File: src/rtl/core/tstm_pkg.sv
// ----------------------------------------------------------------------------
// tstm_pkg
// shared types, codes and widths of the two-symbol turing machine core
// ----------------------------------------------------------------------------
package tstm_pkg;

   // default sizes
   localparam int TAPE_CELLS_DEF = 1024;
   localparam int MAX_STATES_DEF = 64;

   // field widths
   localparam int REQ_TYPE_W    = 3;
   localparam int INDEX_W       = 10;
   localparam int REPEAT_W      = 16;
   localparam int STATE_W       = 7;
   localparam int STATUS_W      = 2;
   localparam int STEP_TOTAL_W  = 32;
   localparam int COUNT_W       = 11;
   localparam int TAPE_LENGTH_W = 11;
   localparam int CSR_INDEX_W   = 2;
   localparam int CSR_DATA_W    = 11;

   // register reset values
   localparam int TAPE_LENGTH_RESET = 1024;
   localparam int STATE_COUNT_RESET = 1;

   // register indexes
   localparam logic [CSR_INDEX_W-1:0] CSR_TAPE_LENGTH = 2'd0;
   localparam logic [CSR_INDEX_W-1:0] CSR_ROUND_TAPE  = 2'd1;
   localparam logic [CSR_INDEX_W-1:0] CSR_STATE_COUNT = 2'd2;

   typedef enum logic [REQ_TYPE_W-1:0] {
      REQ_STEP       = 3'd0,
      REQ_LOAD_RULE  = 3'd1,
      REQ_FLIP       = 3'd2,
      REQ_READ       = 3'd3,
      REQ_MOVE       = 3'd4,
      REQ_SET_STATE  = 3'd5,
      REQ_CLEAR      = 3'd6,
      REQ_ZERO_STEPS = 3'd7
   } req_kind_type;

   typedef enum logic [STATUS_W-1:0] {
      STATUS_OK        = 2'd0,
      STATUS_HALTED    = 2'd1,
      STATUS_FAULT     = 2'd2,
      STATUS_BAD_INDEX = 2'd3
   } status_type;

   typedef struct packed {
      req_kind_type          req_type;
      logic [INDEX_W-1:0]    cell_or_rule_index;
      logic [REPEAT_W-1:0]   repeat_count;
      logic [STATE_W-1:0]    target_state;
      logic                  write_on_zero;
      logic                  write_on_one;
      logic                  right_on_zero;
      logic                  right_on_one;
      logic [STATE_W-1:0]    next_on_zero;
      logic [STATE_W-1:0]    next_on_one;
   } req_data_type;

   typedef struct packed {
      status_type                status;
      logic                      read_bit;
      logic [INDEX_W-1:0]        head_position;
      logic [STATE_W-1:0]        current_state;
      logic [STEP_TOTAL_W-1:0]   step_total;
      logic [REPEAT_W-1:0]       steps_taken;
      logic [COUNT_W-1:0]        ones_count;
      logic [COUNT_W-1:0]        zeros_count;
   } rsp_data_type;

   typedef struct packed {
      logic                  write_on_zero;
      logic                  write_on_one;
      logic                  right_on_zero;
      logic                  right_on_one;
      logic [STATE_W-1:0]    next_on_zero;
      logic [STATE_W-1:0]    next_on_one;
   } rule_type;

   localparam int RULE_W = $bits(rule_type);

   // controller to datapath
   typedef struct packed {
      logic accept;
      logic init_wr;
      logic rc_issue;
      logic rc_done;
      logic apply;
      logic idx_rd;
      logic step_issue;
      logic step_exec;
      logic flip_wr;
      logic read_cap;
      logic clr_wr;
      logic finish;
   } dp_cmd_type;

   // datapath to controller
   typedef struct packed {
      req_kind_type req_type;
      logic         dirty;
      logic         bad_index;
      logic         step_stop;
      logic         sweep_last_full;
      logic         sweep_last_used;
      logic         out_busy;
   } dp_stat_type;

endpackage

File: src/rtl/core/tstm_if.sv
// ----------------------------------------------------------------------------
// tstm_if
// request, response and register write channels
// ----------------------------------------------------------------------------
interface tstm_req_if;
   import tstm_pkg::*;
   logic                    valid;
   logic                    ready;
   logic [REQ_TYPE_W-1:0]   req_type;
   logic [INDEX_W-1:0]      cell_or_rule_index;
   logic [REPEAT_W-1:0]     repeat_count;
   logic [STATE_W-1:0]      target_state;
   logic                    write_on_zero;
   logic                    write_on_one;
   logic                    right_on_zero;
   logic                    right_on_one;
   logic [STATE_W-1:0]      next_on_zero;
   logic [STATE_W-1:0]      next_on_one;

   modport source (
      output valid, req_type, cell_or_rule_index, repeat_count, target_state,
             write_on_zero, write_on_one, right_on_zero, right_on_one,
             next_on_zero, next_on_one,
      input  ready
   );
   modport sink (
      input  valid, req_type, cell_or_rule_index, repeat_count, target_state,
             write_on_zero, write_on_one, right_on_zero, right_on_one,
             next_on_zero, next_on_one,
      output ready
   );
endinterface

interface tstm_rsp_if;
   import tstm_pkg::*;
   logic                      valid;
   logic                      ready;
   logic [STATUS_W-1:0]       status;
   logic                      read_bit;
   logic [INDEX_W-1:0]        head_position;
   logic [STATE_W-1:0]        current_state;
   logic [STEP_TOTAL_W-1:0]   step_total;
   logic [REPEAT_W-1:0]       steps_taken;
   logic [COUNT_W-1:0]        ones_count;
   logic [COUNT_W-1:0]        zeros_count;

   modport source (
      output valid, status, read_bit, head_position, current_state, step_total,
             steps_taken, ones_count, zeros_count,
      input  ready
   );
   modport sink (
      input  valid, status, read_bit, head_position, current_state, step_total,
             steps_taken, ones_count, zeros_count,
      output ready
   );
endinterface

interface tstm_csr_if;
   import tstm_pkg::*;
   logic                     valid;
   logic                     ready;
   logic [CSR_INDEX_W-1:0]   index;
   logic [CSR_DATA_W-1:0]    data;

   modport source (output valid, index, data, input ready);
   modport sink (input valid, index, data, output ready);
endinterface

File: src/rtl/core/tstm_ram.sv
// ----------------------------------------------------------------------------
// tstm_ram
// generic single-write, single-read ram with registered read data
// ----------------------------------------------------------------------------
module tstm_ram #(
   parameter int WIDTH = 1,
   parameter int DEPTH = 2,
   localparam int AW = (DEPTH > 1) ? $clog2(DEPTH) : 1
) (
   input  logic             clock,
   input  logic             we,
   input  logic [AW-1:0]    waddr,
   input  logic [WIDTH-1:0] wdata,
   input  logic [AW-1:0]    raddr,
   output logic [WIDTH-1:0] rdata
);

   logic [WIDTH-1:0] mem_ff [DEPTH];
   logic [WIDTH-1:0] rdata_ff;

   always_ff @(posedge clock) begin
      if (we) begin
         mem_ff[waddr] <= wdata;
      end
      rdata_ff <= mem_ff[raddr];
   end

   assign rdata = rdata_ff;

endmodule

File: src/rtl/core/tstm_dp.sv
// ----------------------------------------------------------------------------
// tstm_dp
// datapath: tape and rule memories, head, state, counters, registers
// ----------------------------------------------------------------------------
module tstm_dp #(
   parameter int TAPE_CELLS = tstm_pkg::TAPE_CELLS_DEF,
   parameter int MAX_STATES = tstm_pkg::MAX_STATES_DEF
) (
   input  logic                                 clock,
   input  logic                                 reset,
   input  tstm_pkg::dp_cmd_type                 cmd,
   output tstm_pkg::dp_stat_type                stat,
   input  tstm_pkg::req_data_type               req_data,
   input  logic                                 csr_write,
   input  logic [tstm_pkg::CSR_INDEX_W-1:0]     csr_index,
   input  logic [tstm_pkg::CSR_DATA_W-1:0]      csr_data,
   output logic                                 rsp_valid,
   input  logic                                 rsp_ready,
   output tstm_pkg::rsp_data_type               rsp_data
);
   import tstm_pkg::*;

   localparam int AW  = $clog2(TAPE_CELLS);
   localparam int HW  = AW + 1;
   localparam int CW  = $clog2(TAPE_CELLS + 1);
   localparam int SAW = (MAX_STATES > 1) ? $clog2(MAX_STATES) : 1;
   localparam int LEN_RESET =
      (TAPE_CELLS < TAPE_LENGTH_RESET) ? TAPE_CELLS : TAPE_LENGTH_RESET;

   // registers
   logic [CW-1:0]            len_ff, len_in;
   logic                     round_ff, round_in;
   logic [STATE_W-1:0]       ns_ff, ns_in;
   logic                     dirty_ff, dirty_in;
   logic [CW-1:0]            sweep_ff, sweep_in;
   logic                     rc_pend_ff, rc_pend_in;
   logic [CW-1:0]            ones_ff, ones_in;
   logic [AW-1:0]            head_ff, head_in;
   logic [STATE_W-1:0]       state_ff, state_in;
   logic [STEP_TOTAL_W-1:0]  total_ff, total_in;
   logic                     fault_ff, fault_in;
   logic [REPEAT_W-1:0]      taken_ff, taken_in;
   logic                     rsp_valid_ff, rsp_valid_in;
   logic                     rbit_ff, rbit_in;
   req_data_type             req_ff, req_in;
   rsp_data_type             rsp_ff, rsp_in;

   // memory ports
   logic                     tape_we, tape_wdata, tape_bit;
   logic [AW-1:0]            tape_waddr, tape_raddr;
   logic                     rule_we;
   logic [SAW-1:0]           rule_waddr, rule_raddr;
   logic [RULE_W-1:0]        rule_rdata;
   rule_type                 rule_wr, rule;

   // step and decode helpers
   logic [31:0]              idx32, len32;
   logic [TAPE_LENGTH_W-1:0] tl_val;
   logic [STATE_W-1:0]       sc_val;
   logic                     bad, halted, head_used;
   logic                     wbit, right, off_right, off_left, move_off;
   logic [STATE_W-1:0]       nxt;
   logic [HW-1:0]            head_up;
   logic [AW-1:0]            head_step, len_last, idx_addr, sweep_addr;
   logic [CW-1:0]            ones_up, ones_dn;
   status_type               status_now;

   tstm_ram #(.WIDTH(1), .DEPTH(TAPE_CELLS)) u_tape (
      .clock (clock),
      .we    (tape_we),
      .waddr (tape_waddr),
      .wdata (tape_wdata),
      .raddr (tape_raddr),
      .rdata (tape_bit)
   );

   tstm_ram #(.WIDTH(RULE_W), .DEPTH(MAX_STATES)) u_rule (
      .clock (clock),
      .we    (rule_we),
      .waddr (rule_waddr),
      .wdata (rule_wr),
      .raddr (rule_raddr),
      .rdata (rule_rdata)
   );

   assign rule       = rule_type'(rule_rdata);
   assign idx32      = 32'(req_ff.cell_or_rule_index);
   assign len32      = 32'(len_ff);
   assign idx_addr   = AW'(req_ff.cell_or_rule_index);
   assign sweep_addr = sweep_ff[AW-1:0];
   assign halted     = (state_ff == '0) || (state_ff > ns_ff);
   assign head_used  = 32'(head_ff) < len32;
   assign ones_up    = ones_ff + CW'(1);
   assign ones_dn    = ones_ff - CW'(1);
   assign tl_val     = csr_data[TAPE_LENGTH_W-1:0];
   assign sc_val     = csr_data[STATE_W-1:0];

   // rule outcome for the bit under the head
   assign wbit      = tape_bit ? rule.write_on_one : rule.write_on_zero;
   assign right     = tape_bit ? rule.right_on_one : rule.right_on_zero;
   assign nxt       = tape_bit ? rule.next_on_one  : rule.next_on_zero;
   assign head_up   = {1'b0, head_ff} + HW'(1);
   assign off_right = 32'(head_up) >= len32;
   assign off_left  = (head_ff == '0) || (32'(head_ff) > len32);
   assign move_off  = right ? off_right : off_left;
   assign len_last  = AW'(len_ff - CW'(1));
   assign head_step = right ? (off_right ? '0 : head_up[AW-1:0])
                            : (off_left ? len_last : head_ff - AW'(1));

   always_comb begin
      unique case (req_ff.req_type) inside
         REQ_LOAD_RULE: bad = (idx32 >= 32'(ns_ff)) ||
                              (req_ff.next_on_zero > ns_ff) ||
                              (req_ff.next_on_one > ns_ff);
         REQ_FLIP, REQ_READ, REQ_MOVE: bad = idx32 >= len32;
         REQ_SET_STATE: bad = req_ff.target_state > ns_ff;
         default: bad = 1'b0;
      endcase
   end

   always_comb begin
      if (bad) begin
         status_now = STATUS_BAD_INDEX;
      end else if (fault_ff) begin
         status_now = STATUS_FAULT;
      end else if (halted) begin
         status_now = STATUS_HALTED;
      end else begin
         status_now = STATUS_OK;
      end
   end

   always_comb begin
      len_in       = len_ff;
      round_in     = round_ff;
      ns_in        = ns_ff;
      dirty_in     = dirty_ff;
      sweep_in     = sweep_ff;
      rc_pend_in   = cmd.rc_issue;
      ones_in      = ones_ff;
      head_in      = head_ff;
      state_in     = state_ff;
      total_in     = total_ff;
      fault_in     = fault_ff;
      taken_in     = taken_ff;
      rsp_valid_in = rsp_valid_ff;
      rbit_in      = rbit_ff;
      req_in       = req_ff;
      rsp_in       = rsp_ff;

      tape_we    = 1'b0;
      tape_waddr = sweep_addr;
      tape_wdata = 1'b0;
      tape_raddr = head_ff;
      rule_we    = 1'b0;
      rule_waddr = SAW'(req_ff.cell_or_rule_index);
      rule_raddr = SAW'(state_ff - STATE_W'(1));
      rule_wr    = '{
         write_on_zero: req_ff.write_on_zero,
         write_on_one:  req_ff.write_on_one,
         right_on_zero: req_ff.right_on_zero,
         right_on_one:  req_ff.right_on_one,
         next_on_zero:  req_ff.next_on_zero,
         next_on_one:   req_ff.next_on_one
      };

      // register writes; used length clamped to 1..TAPE_CELLS
      if (csr_write) begin
         unique case (csr_index)
            CSR_TAPE_LENGTH: begin
               if (tl_val == '0) begin
                  len_in = CW'(1);
               end else if (32'(tl_val) > 32'(TAPE_CELLS)) begin
                  len_in = CW'(TAPE_CELLS);
               end else begin
                  len_in = CW'(tl_val);
               end
               dirty_in = 1'b1;
            end
            CSR_ROUND_TAPE: round_in = csr_data[0];
            CSR_STATE_COUNT: begin
               if (sc_val == '0) begin
                  ns_in = STATE_W'(1);
               end else if (32'(sc_val) > 32'(MAX_STATES)) begin
                  ns_in = STATE_W'(MAX_STATES);
               end else begin
                  ns_in = sc_val;
               end
            end
            default: ;
         endcase
      end

      // recount accumulates the read bit in the cycle after its read is issued
      if (rc_pend_ff && tape_bit) begin
         ones_in = ones_up;
      end

      if (cmd.accept) begin
         req_in   = req_data;
         sweep_in = '0;
         taken_in = '0;
         rbit_in  = 1'b0;
         if (dirty_ff) begin
            ones_in = '0;
         end
      end

      if (cmd.init_wr || cmd.clr_wr) begin
         tape_we  = 1'b1;
         sweep_in = sweep_ff + CW'(1);
      end

      if (cmd.clr_wr) begin
         ones_in  = '0;
         dirty_in = 1'b0;
      end

      if (cmd.rc_issue) begin
         tape_raddr = sweep_addr;
         sweep_in   = sweep_ff + CW'(1);
      end

      if (cmd.rc_done) begin
         dirty_in = 1'b0;
         sweep_in = '0;
      end

      if (cmd.apply && !bad) begin
         unique case (req_ff.req_type)
            REQ_LOAD_RULE:  rule_we  = 1'b1;
            REQ_MOVE:       head_in  = idx_addr;
            REQ_SET_STATE:  state_in = req_ff.target_state;
            REQ_ZERO_STEPS: total_in = '0;
            default: ;
         endcase
      end

      if (cmd.idx_rd) begin
         tape_raddr = idx_addr;
      end

      if (cmd.step_exec) begin
         tape_we    = 1'b1;
         tape_waddr = head_ff;
         tape_wdata = wbit;
         if (head_used && (wbit != tape_bit)) begin
            ones_in = wbit ? ones_up : ones_dn;
         end
         if (move_off && !round_ff) begin
            fault_in = 1'b1;
         end else begin
            head_in  = head_step;
            state_in = nxt;
            taken_in = taken_ff + REPEAT_W'(1);
            if (total_ff != '1) begin
               total_in = total_ff + STEP_TOTAL_W'(1);
            end
         end
      end

      if (cmd.flip_wr) begin
         tape_we    = 1'b1;
         tape_waddr = idx_addr;
         tape_wdata = !tape_bit;
         ones_in    = tape_bit ? ones_dn : ones_up;
      end

      if (cmd.read_cap) begin
         rbit_in = tape_bit;
      end

      if (rsp_valid_ff && rsp_ready) begin
         rsp_valid_in = 1'b0;
      end

      if (cmd.finish) begin
         rsp_valid_in         = 1'b1;
         rsp_in.status        = status_now;
         rsp_in.read_bit      = rbit_ff;
         rsp_in.head_position = INDEX_W'(head_ff);
         rsp_in.current_state = state_ff;
         rsp_in.step_total    = total_ff;
         rsp_in.steps_taken   = taken_ff;
         rsp_in.ones_count    = COUNT_W'(ones_ff);
         rsp_in.zeros_count   = COUNT_W'(len_ff - ones_ff);
      end
   end

   always_ff @(posedge clock) begin
      if (reset) begin
         len_ff       <= CW'(LEN_RESET);
         round_ff     <= 1'b0;
         ns_ff        <= STATE_W'(STATE_COUNT_RESET);
         dirty_ff     <= 1'b0;
         sweep_ff     <= '0;
         rc_pend_ff   <= 1'b0;
         ones_ff      <= '0;
         head_ff      <= '0;
         state_ff     <= STATE_W'(1);
         total_ff     <= '0;
         fault_ff     <= 1'b0;
         taken_ff     <= '0;
         rsp_valid_ff <= 1'b0;
      end else begin
         len_ff       <= len_in;
         round_ff     <= round_in;
         ns_ff        <= ns_in;
         dirty_ff     <= dirty_in;
         sweep_ff     <= sweep_in;
         rc_pend_ff   <= rc_pend_in;
         ones_ff      <= ones_in;
         head_ff      <= head_in;
         state_ff     <= state_in;
         total_ff     <= total_in;
         fault_ff     <= fault_in;
         taken_ff     <= taken_in;
         rsp_valid_ff <= rsp_valid_in;
      end
   end

   always_ff @(posedge clock) begin
      rbit_ff <= rbit_in;
      req_ff  <= req_in;
      rsp_ff  <= rsp_in;
   end

   assign stat.req_type        = req_ff.req_type;
   assign stat.dirty           = dirty_ff;
   assign stat.bad_index       = bad;
   assign stat.step_stop       = fault_ff || halted || (taken_ff == req_ff.repeat_count);
   assign stat.sweep_last_full = sweep_ff == CW'(TAPE_CELLS - 1);
   assign stat.sweep_last_used = sweep_ff == (len_ff - CW'(1));
   assign stat.out_busy        = rsp_valid_ff && !rsp_ready;

   assign rsp_valid = rsp_valid_ff;
   assign rsp_data  = rsp_ff;

`ifndef SYNTHESIS
   a_fault_sticky: assert property (@(posedge clock) disable iff (reset)
      fault_ff |=> fault_ff)
      else $error("fault flag cleared without reset");

   a_step_budget: assert property (@(posedge clock) disable iff (reset)
      cmd.step_exec |-> (taken_ff < req_ff.repeat_count))
      else $error("step executed beyond repeat count");

   a_ones_bound: assert property (@(posedge clock) disable iff (reset)
      !dirty_ff |-> (32'(ones_ff) <= len32))
      else $error("ones count exceeds used tape length");
`endif

endmodule

File: src/rtl/core/tstm_ctrl.sv
// ----------------------------------------------------------------------------
// tstm_ctrl
// request sequencer: clearing pass, recount, dispatch and step loop
// ----------------------------------------------------------------------------
module tstm_ctrl (
   input  logic                   clock,
   input  logic                   reset,
   input  logic                   req_valid,
   output logic                   req_ready,
   output tstm_pkg::dp_cmd_type   cmd,
   input  tstm_pkg::dp_stat_type  stat
);
   import tstm_pkg::*;

   typedef enum logic [3:0] {
      ST_INIT,
      ST_IDLE,
      ST_RC_RUN,
      ST_RC_TAIL,
      ST_DISPATCH,
      ST_STEP_CHK,
      ST_STEP_EXEC,
      ST_FLIP_WR,
      ST_READ_CAP,
      ST_CLR_RUN,
      ST_FINISH
   } fsm_state_type;

   fsm_state_type state_ff, state_in;
   logic          ready_ff, ready_in;

   always_comb begin
      cmd      = '0;
      state_in = state_ff;
      unique case (state_ff)
         ST_INIT: begin
            cmd.init_wr = 1'b1;
            if (stat.sweep_last_full) begin
               state_in = ST_IDLE;
            end
         end
         ST_IDLE: begin
            if (req_valid && ready_ff) begin
               cmd.accept = 1'b1;
               state_in   = stat.dirty ? ST_RC_RUN : ST_DISPATCH;
            end
         end
         ST_RC_RUN: begin
            cmd.rc_issue = 1'b1;
            if (stat.sweep_last_used) begin
               state_in = ST_RC_TAIL;
            end
         end
         ST_RC_TAIL: begin
            cmd.rc_done = 1'b1;
            state_in    = ST_DISPATCH;
         end
         ST_DISPATCH: begin
            unique case (stat.req_type) inside
               REQ_STEP: state_in = ST_STEP_CHK;
               REQ_FLIP, REQ_READ: begin
                  if (stat.bad_index) begin
                     state_in = ST_FINISH;
                  end else begin
                     cmd.idx_rd = 1'b1;
                     state_in   = (stat.req_type == REQ_FLIP) ? ST_FLIP_WR : ST_READ_CAP;
                  end
               end
               REQ_CLEAR: state_in = ST_CLR_RUN;
               default: begin
                  cmd.apply = 1'b1;
                  state_in  = ST_FINISH;
               end
            endcase
         end
         ST_STEP_CHK: begin
            if (stat.step_stop) begin
               state_in = ST_FINISH;
            end else begin
               cmd.step_issue = 1'b1;
               state_in       = ST_STEP_EXEC;
            end
         end
         ST_STEP_EXEC: begin
            cmd.step_exec = 1'b1;
            state_in      = ST_STEP_CHK;
         end
         ST_FLIP_WR: begin
            cmd.flip_wr = 1'b1;
            state_in    = ST_FINISH;
         end
         ST_READ_CAP: begin
            cmd.read_cap = 1'b1;
            state_in     = ST_FINISH;
         end
         ST_CLR_RUN: begin
            cmd.clr_wr = 1'b1;
            if (stat.sweep_last_used) begin
               state_in = ST_FINISH;
            end
         end
         ST_FINISH: begin
            if (!stat.out_busy) begin
               cmd.finish = 1'b1;
               state_in   = ST_IDLE;
            end
         end
         default: state_in = ST_IDLE;
      endcase
      ready_in = state_in == ST_IDLE;
   end

   always_ff @(posedge clock) begin
      if (reset) begin
         state_ff <= ST_INIT;
         ready_ff <= 1'b0;
      end else begin
         state_ff <= state_in;
         ready_ff <= ready_in;
      end
   end

   assign req_ready = ready_ff;

`ifndef SYNTHESIS
   a_issue_then_exec: assert property (@(posedge clock) disable iff (reset)
      cmd.step_issue |=> cmd.step_exec)
      else $error("rule read not followed by step execution");

   a_busy_after_accept: assert property (@(posedge clock) disable iff (reset)
      (req_valid && req_ready) |=> !req_ready)
      else $error("request taken while previous one in progress");
`endif

endmodule

File: src/rtl/core/two_symbol_turing_machine_core.sv
// ----------------------------------------------------------------------------
// two_symbol_turing_machine_core: two-symbol turing machine engine, one response per request
// sequence: clear tape sweeps the used length; a step request runs a check and an execute
//   state per step, a step that falls off the tape included; the first request after a
//   tape_length write starts with a recount over the used length
// throughput: one request at a time; a step costs one rule/tape read and one tape write
// reset: synchronous; a clearing pass over all TAPE_CELLS cells zeroes the tape first
// ----------------------------------------------------------------------------
module two_symbol_turing_machine_core #(
   parameter int TAPE_CELLS = tstm_pkg::TAPE_CELLS_DEF,
   parameter int MAX_STATES = tstm_pkg::MAX_STATES_DEF
) (
   input logic        clock,
   input logic        reset,
   tstm_req_if.sink   req_if,
   tstm_rsp_if.source rsp_if,
   tstm_csr_if.sink   csr_if
);
   import tstm_pkg::*;

   // request payload gathered into one word for the datapath
   req_data_type req_data;
   rsp_data_type rsp_data;
   dp_cmd_type   cmd;
   dp_stat_type  stat;
   logic         rsp_valid;
   logic         csr_write;

   assign req_data.req_type           = req_kind_type'(req_if.req_type);
   assign req_data.cell_or_rule_index = req_if.cell_or_rule_index;
   assign req_data.repeat_count       = req_if.repeat_count;
   assign req_data.target_state       = req_if.target_state;
   assign req_data.write_on_zero      = req_if.write_on_zero;
   assign req_data.write_on_one       = req_if.write_on_one;
   assign req_data.right_on_zero      = req_if.right_on_zero;
   assign req_data.right_on_one       = req_if.right_on_one;
   assign req_data.next_on_zero       = req_if.next_on_zero;
   assign req_data.next_on_one        = req_if.next_on_one;

   // registers are always writable; the sender must write them only while idle, the core does not enforce it
   assign csr_if.ready = 1'b1;
   assign csr_write    = csr_if.valid && csr_if.ready;

   // controller: owns request ready and sequences every request
   tstm_ctrl u_ctrl (
      .clock     (clock),
      .reset     (reset),
      .req_valid (req_if.valid),
      .req_ready (req_if.ready),
      .cmd       (cmd),
      .stat      (stat)
   );

   // datapath: tape, rule table, machine registers and response register
   tstm_dp #(
      .TAPE_CELLS (TAPE_CELLS),
      .MAX_STATES (MAX_STATES)
   ) u_dp (
      .clock     (clock),
      .reset     (reset),
      .cmd       (cmd),
      .stat      (stat),
      .req_data  (req_data),
      .csr_write (csr_write),
      .csr_index (csr_if.index),
      .csr_data  (csr_if.data),
      .rsp_valid (rsp_valid),
      .rsp_ready (rsp_if.ready),
      .rsp_data  (rsp_data)
   );

   // response register drives the result channel directly
   assign rsp_if.valid         = rsp_valid;
   assign rsp_if.status        = rsp_data.status;
   assign rsp_if.read_bit      = rsp_data.read_bit;
   assign rsp_if.head_position = rsp_data.head_position;
   assign rsp_if.current_state = rsp_data.current_state;
   assign rsp_if.step_total    = rsp_data.step_total;
   assign rsp_if.steps_taken   = rsp_data.steps_taken;
   assign rsp_if.ones_count    = rsp_data.ones_count;
   assign rsp_if.zeros_count   = rsp_data.zeros_count;

endmodule
File: src/flat_wrapper.sv
// flat-port wrapper written by rule: the top's interface ports become plain ports
module two_symbol_turing_machine_core_flat import tstm_pkg::*;
#(
   parameter int TAPE_CELLS = tstm_pkg::TAPE_CELLS_DEF,
   parameter int MAX_STATES = tstm_pkg::MAX_STATES_DEF
)
  (clock, reset, req_if_valid, req_if_req_type, req_if_cell_or_rule_index, req_if_repeat_count, req_if_target_state, req_if_write_on_zero, req_if_write_on_one, req_if_right_on_zero, req_if_right_on_one, req_if_next_on_zero, req_if_next_on_one, req_if_ready, rsp_if_valid, rsp_if_status, rsp_if_read_bit, rsp_if_head_position, rsp_if_current_state, rsp_if_step_total, rsp_if_steps_taken, rsp_if_ones_count, rsp_if_zeros_count, rsp_if_ready, csr_if_valid, csr_if_index, csr_if_data, csr_if_ready);
  tstm_req_if req_if_i ();
  tstm_rsp_if rsp_if_i ();
  tstm_csr_if csr_if_i ();
  input logic clock;
  input logic reset;
  input wire logic [$bits(req_if_i.valid)-1:0] req_if_valid;
  input wire logic [$bits(req_if_i.req_type)-1:0] req_if_req_type;
  input wire logic [$bits(req_if_i.cell_or_rule_index)-1:0] req_if_cell_or_rule_index;
  input wire logic [$bits(req_if_i.repeat_count)-1:0] req_if_repeat_count;
  input wire logic [$bits(req_if_i.target_state)-1:0] req_if_target_state;
  input wire logic [$bits(req_if_i.write_on_zero)-1:0] req_if_write_on_zero;
  input wire logic [$bits(req_if_i.write_on_one)-1:0] req_if_write_on_one;
  input wire logic [$bits(req_if_i.right_on_zero)-1:0] req_if_right_on_zero;
  input wire logic [$bits(req_if_i.right_on_one)-1:0] req_if_right_on_one;
  input wire logic [$bits(req_if_i.next_on_zero)-1:0] req_if_next_on_zero;
  input wire logic [$bits(req_if_i.next_on_one)-1:0] req_if_next_on_one;
  output wire logic [$bits(req_if_i.ready)-1:0] req_if_ready;
  output wire logic [$bits(rsp_if_i.valid)-1:0] rsp_if_valid;
  output wire logic [$bits(rsp_if_i.status)-1:0] rsp_if_status;
  output wire logic [$bits(rsp_if_i.read_bit)-1:0] rsp_if_read_bit;
  output wire logic [$bits(rsp_if_i.head_position)-1:0] rsp_if_head_position;
  output wire logic [$bits(rsp_if_i.current_state)-1:0] rsp_if_current_state;
  output wire logic [$bits(rsp_if_i.step_total)-1:0] rsp_if_step_total;
  output wire logic [$bits(rsp_if_i.steps_taken)-1:0] rsp_if_steps_taken;
  output wire logic [$bits(rsp_if_i.ones_count)-1:0] rsp_if_ones_count;
  output wire logic [$bits(rsp_if_i.zeros_count)-1:0] rsp_if_zeros_count;
  input wire logic [$bits(rsp_if_i.ready)-1:0] rsp_if_ready;
  input wire logic [$bits(csr_if_i.valid)-1:0] csr_if_valid;
  input wire logic [$bits(csr_if_i.index)-1:0] csr_if_index;
  input wire logic [$bits(csr_if_i.data)-1:0] csr_if_data;
  output wire logic [$bits(csr_if_i.ready)-1:0] csr_if_ready;
  assign req_if_i.valid = req_if_valid;
  assign req_if_i.req_type = req_if_req_type;
  assign req_if_i.cell_or_rule_index = req_if_cell_or_rule_index;
  assign req_if_i.repeat_count = req_if_repeat_count;
  assign req_if_i.target_state = req_if_target_state;
  assign req_if_i.write_on_zero = req_if_write_on_zero;
  assign req_if_i.write_on_one = req_if_write_on_one;
  assign req_if_i.right_on_zero = req_if_right_on_zero;
  assign req_if_i.right_on_one = req_if_right_on_one;
  assign req_if_i.next_on_zero = req_if_next_on_zero;
  assign req_if_i.next_on_one = req_if_next_on_one;
  assign req_if_ready = req_if_i.ready;
  assign rsp_if_valid = rsp_if_i.valid;
  assign rsp_if_status = rsp_if_i.status;
  assign rsp_if_read_bit = rsp_if_i.read_bit;
  assign rsp_if_head_position = rsp_if_i.head_position;
  assign rsp_if_current_state = rsp_if_i.current_state;
  assign rsp_if_step_total = rsp_if_i.step_total;
  assign rsp_if_steps_taken = rsp_if_i.steps_taken;
  assign rsp_if_ones_count = rsp_if_i.ones_count;
  assign rsp_if_zeros_count = rsp_if_i.zeros_count;
  assign rsp_if_i.ready = rsp_if_ready;
  assign csr_if_i.valid = csr_if_valid;
  assign csr_if_i.index = csr_if_index;
  assign csr_if_i.data = csr_if_data;
  assign csr_if_ready = csr_if_i.ready;
  two_symbol_turing_machine_core #(.TAPE_CELLS(TAPE_CELLS), .MAX_STATES(MAX_STATES)) u_core (.clock(clock), .reset(reset), .req_if(req_if_i), .rsp_if(rsp_if_i), .csr_if(csr_if_i));
endmodule
File: config.mk
export PLATFORM = sky130hd
export DESIGN_NAME = two_symbol_turing_machine_core_flat
export DESIGN_NICKNAME = d
export VERILOG_FILES = /design/src/rtl/core/tstm_pkg.sv /design/src/rtl/core/tstm_if.sv /design/src/rtl/core/tstm_ram.sv /design/src/rtl/core/tstm_dp.sv /design/src/rtl/core/tstm_ctrl.sv /design/src/rtl/core/two_symbol_turing_machine_core.sv /design/src/flat_wrapper.sv
export SDC_FILE = /design/constraint.sdc
export NUM_CORES = 2
export LEC_CHECK = 0
export BUFFER_PORTS_ARGS = -buffer_cell sky130_fd_sc_hd__buf_2
export CAP_MARGIN = 20
export CELL_PAD_IN_SITES_DETAIL_PLACEMENT = 2
export CELL_PAD_IN_SITES_GLOBAL_PLACEMENT = 2
export CORE_AREA = 2 2 507 509
export DETAILED_ROUTE_END_ITERATION = 7
export DIE_AREA = 0 0 509 511
export PLACE_DENSITY_LB_ADDON = 0.2
export SLEW_MARGIN = 20
export SYNTH_ARGS = -nofsm -noshare
export SYNTH_HDL_FRONTEND = slang
export SYNTH_SLANG_ARGS = --single-unit
File: constraint.sdc
create_clock -name clock -period 48.1 [get_ports clock]
set_clock_uncertainty 0.1 [all_clocks]
set_input_delay 7.215 -clock clock [delete_from_list [all_inputs] [get_ports clock]]
set_output_delay 7.215 -clock clock [all_outputs]
set_load 0.01 [all_outputs]
==> results.ini, run 1 <==
[yosys]
synthesis.area_um2=104100
yosysWarnings=0
syn_avg_cell_area_um2=15.58
ys_ff_latch=2455
synth-edff-count=2321
netlist_instances=6680
synth-seq-area-share_pct=69.56
synth.distinct_cells=98
synth_fp_nets=6839
synth-main-ff-cell=edfxtp_1
synth-async-reset-ratio_pct=0

[floorplan]
io_pins=165
die_w_um=509
die_h_um=511
start_util_pct=40.76
num_rows=186

[status]
status=did not finish
lastStage=3_5_place_dp
firstError=[ERROR DPL-0033] detailed placement checks failed during check placement.

[placement]
port-buffer-count=163
dp_hpwl_mm=210.3
gp_congestion=0.8280

## metrics by stage
step	worst slack (ps)	hold slack (ps)	instances	instance area, µm²
global placement	37710	373.7	9973	109200
floorplan	13390	300.3	6680	104100
## kinds of logic after synthesis
family,share of synthesized area (%)
mux,13.07
flops,69.56
fa+ha+maj,1.053
buf+inv,2.387
xor+xnor,0.7155
compound gates,4.315
simple gates,8.895
other cells,0.003604
## cells in the mapped netlist (all sizes together) (34+ instances only)
library cell,n,share of area [%]
edfxtp,2321,67
nor2,1235,4.5
mux4,509,11
nand2,390,1.4
clkbuf,279,1.0
nand3,186,0.90
buf,183,1.1
mux2i,183,1.8
dfxtp,134,2.6
a21oi,115,0.57
o21ai,101,0.50
ha,86,1.0
inv,84,0.30
nor3,73,0.35
a211oi,66,0.49
xnor2,60,0.51
nand4,50,0.30
o211ai,38,0.27
nor4,35,0.21
and3,34,0.20
nor3b,34,0.25
==> run 2, diff against run 1 <==
Settings changed: CELL_PAD_IN_SITES_DETAIL_PLACEMENT 2 to not set, CELL_PAD_IN_SITES_GLOBAL_PLACEMENT 2 to not set, CORE_AREA 2 2 507 509 to 2 2 636 638, DIE_AREA 0 0 509 511 to 0 0 638 640, PLACE_DENSITY_LB_ADDON 0.2 to 0.15.
==> run 2 against run 1 <==
  * The flow now finishes without violations
  * Synthesized area stayed put
  * Synthesized cell count unchanged
==> results.ini, run 2 <==
[detailed_routing]
ant_nets=0
vias=61060
wl_mm=347.9
wl_per_cell_um=28.07
drcViolationCount=0
drt-pass1-iter-count=6
viasPerCell=4.926
drtIter0Drc=5890

[clock_network]
cts_tree=done
cts.sinks=2455
cts_resized=0
cts_buffers=284
cts_root_buffer=clkbuf_16
htree_num_levels=5
clkTransAtPathRegs_ps=60
cts_hold_buf=0
post_cts_buffers=0
clock_latency_ps=890
cts_buffer_depth=4

[sta]
setup_ws_ps=39150
tightest_slew_ps=1158
final.setup.tns_ps=0
hold_violations=0
fmax_mhz=111.7
rsz0062_at_grt=no
final-max-slew-violation-count=0
relSlewSlack_pct=22.67
timing.final.crit_share_pct=18.62
fin_crit_ps=8954
finalSetupViolCount=0

[critical_path]
crit_family=compound AO/OA/AOI/OAI gates
reg2reg_from=u_core.u_dp.len_ff[5]$_SDFFE_PP0P_
rr_worst_depth=19
startpoint_type=input port
crit_chain=buf_2 > nand4_1 > buf_4 > clkinv_2 > a21oi_1 > o31ai_1 > o21ai_0 > a211oi_1 > a2111oi_0
slowest_delay_ps=490
worst-path-buf-inv=3
cp_slowest_cell=a21oi_1
crit_path_start=req_if_valid
rr_endpoint=u_core.u_dp.u_tape.rdata$_DFF_P_
r2r_slack_ps=40390
crit_path_end=u_core.u_dp.ones_ff[3]$_SDFF_PP0_
cp.depth=9
critPathKind=input port to register
crit_path_max_fanout=11
cp.arrival_ps=9550
cp_data_required_time_ps=48690
end_kind=register

[floorplan]
core_area_um2=401400
io_pins=165  ; unchanged
die_w_um=638  ; +25%
num_rows=233  ; +25%
die_h_um=640  ; +25%
design.die.area_um2=408300
start_util_pct=25.92  ; -15 points

[cells_and_area]
final_area_um2=120400
regMostFlops=u_core.u_dp.u_rule.mem_ff
final_common_cell=edfxtp_1
syn2layout_area_growth_pct=15.73
fillers=39750
layout_common_cells=2321 x edfxtp_1, 1162 x nor2_1, 497 x mux4_2
largest_reg_flops=1152
utilization_pct=30.00
layout-drive-gt1-share_pct=20.73
final_nets=7049

[yosys]
ys_ff_latch=2455  ; unchanged
synthesis.area_um2=104100  ; unchanged
synth-main-ff-cell=edfxtp_1
yosys-top-cells-area=edfxtp_1 67%, mux4_2 11%, nor2_1 4.4%
synth_fp_nets=6839  ; unchanged
synth.distinct_cells=98  ; unchanged
synth-async-reset-ratio_pct=0  ; unchanged
synth-seq-area-share_pct=69.56  ; unchanged
netlist_instances=6680  ; unchanged
syn_avg_cell_area_um2=15.58  ; unchanged
synth-edff-count=2321  ; unchanged
synth_most_common_cell=edfxtp_1
synth_commonest_cells=2321 x edfxtp_1, 1232 x nor2_1, 497 x mux4_2
synth_top_area_cell=edfxtp_1
synth_top_area_share_pct=66.98  ; unchanged
yosysWarnings=0  ; unchanged

[global_route]
antenna_found_initial=35
grt_pass1_vias=62050
grt-ovfl-total=0
grt_first_pass_wirelength_mm=487.1
grt_max_degree=243
grtUsageTotal_pct=16.69

[hold_path]
hp-start=u_core.u_dp.total_ff[17]$_SDFF_PP0_
hold_class=register to register

[placement]
dp_hpwl_mm=196.3  ; -6.7%
dp_slack_ps=38360
port-buffer-count=163  ; unchanged
dpl_cell_area_um2=111700
gp_congestion=0.7818  ; -5.6%

[power_and_ir_drop]
irDropWorstVdd_v=0.00002841
combPwrFrac_pct=1.1
powerDensity_nw_per_um2=36.59
intPower_mw=3.487
sequentialPowerShare_pct=52.3
clkPwrFrac_pct=46.6
switching_share_pct=20.86
p_switching_mw=0.9193
p_leak_nw=39.36
power.total_mw=4.406

[flow_run]
maxCapViolCount=0

[status]
status=finished, final reports clean

run 2: how the worst min path moves through the flow:
stage	to	slack (ps)	cells past startpoint
after floorplan	u_core.u_dp.rsp_data[87]$_DFFE_PP_	300	0
after global routing	u_core.u_dp.rsp_data[87]$_DFFE_PP_	390	0
after global placement	u_core.u_dp.rsp_data[55]$_DFFE_PP_	360	0
after detailed placement	u_core.u_dp.rsp_data[55]$_DFFE_PP_	360	0
final	u_core.u_dp.rsp_data[55]$_DFFE_PP_	370	0
after CTS	u_core.u_dp.rsp_data[55]$_DFFE_PP_	370	0
run 2: cells by family (layout without fill, tap and decap cells):
group	after synthesis	in the layout	share of synthesized area [%]
compound gates	639	639	4.315
simple gates	2152	2152	8.895
flops	2455	2455	69.56
mux	715	715	13.07
buf+inv	546	966	2.387
other cells	1	9	0.003604
xor+xnor	85	85	0.7155
fa+ha+maj	87	87	1.053
run 2: cell type report:
cell class	count	area, µm²	area share (%)
Antenna cell	8	20.02	0.01662
Sequential cell	2455	72380	60.11
Timing Repair Buffer	386	2579	2.141
Tap cell	5287	6615	5.493
Multi-Input combinational cell	3679	29930	24.85
Clock inverter	126	929.6	0.7720
Clock buffer	370	7650	6.352
Inverter	84	316.6	0.2629
run 2: worst register-to-register path, stage by stage, from the launching register on:
cell	delay [ps]
dfxtp_1	680
inv_1	280
ha_1	380
nand4_1	130
a21oi_1	290
o311ai_4	120
buf_4	250
and4_1	490
nor2_4	240
buf_4	520
buf_12	520
buf_4	750
buf_4	660
mux4_1	430
a22o_1	260
a211oi_1	390
nor4_1	140
and4b_1	280
a41oi_1	440
o211ai_1	160
run 2: power by group through the flow:
stage / combinational (mW) / sequential [mW] / clock (mW)
after floorplan: 0.0245 / 2.35 / 0
after global placement: 0.0471 / 2.35 / 0
after detailed placement: 0.0477 / 2.35 / 0
after CTS: 0.0479 / 2.31 / 2.11
after global routing: 0.0506 / 2.31 / 2.19
final: 0.0478 / 2.31 / 2.05
run 2: per-stage QoR:
step | instances | hold WS, ps
2_1_floorplan | 6680 | 300.3
6_report | 12400 | 373.1
4_1_cts | 12390 | 370.3
3_3_place_gp | 11890 | 361.4
5_1_grt | 12390 | 391.9
3_5_place_dp | 11890 | 356.2
run 2: layer usage:
metal / up-vias / track usage, % / wire [µm] / part of all wire (%)
met5: - / 0 / 0 / 0
met3: 430 / 1.963 / 15000 / 4.3
li1: 26220 / - / - / -
met4: 0 / 3.882 / 7635 / 2.2
met2: 1655 / 28.86 / 173500 / 50
met1: 32750 / 22.31 / 151800 / 44
Power figures use the tool's default switching activity.
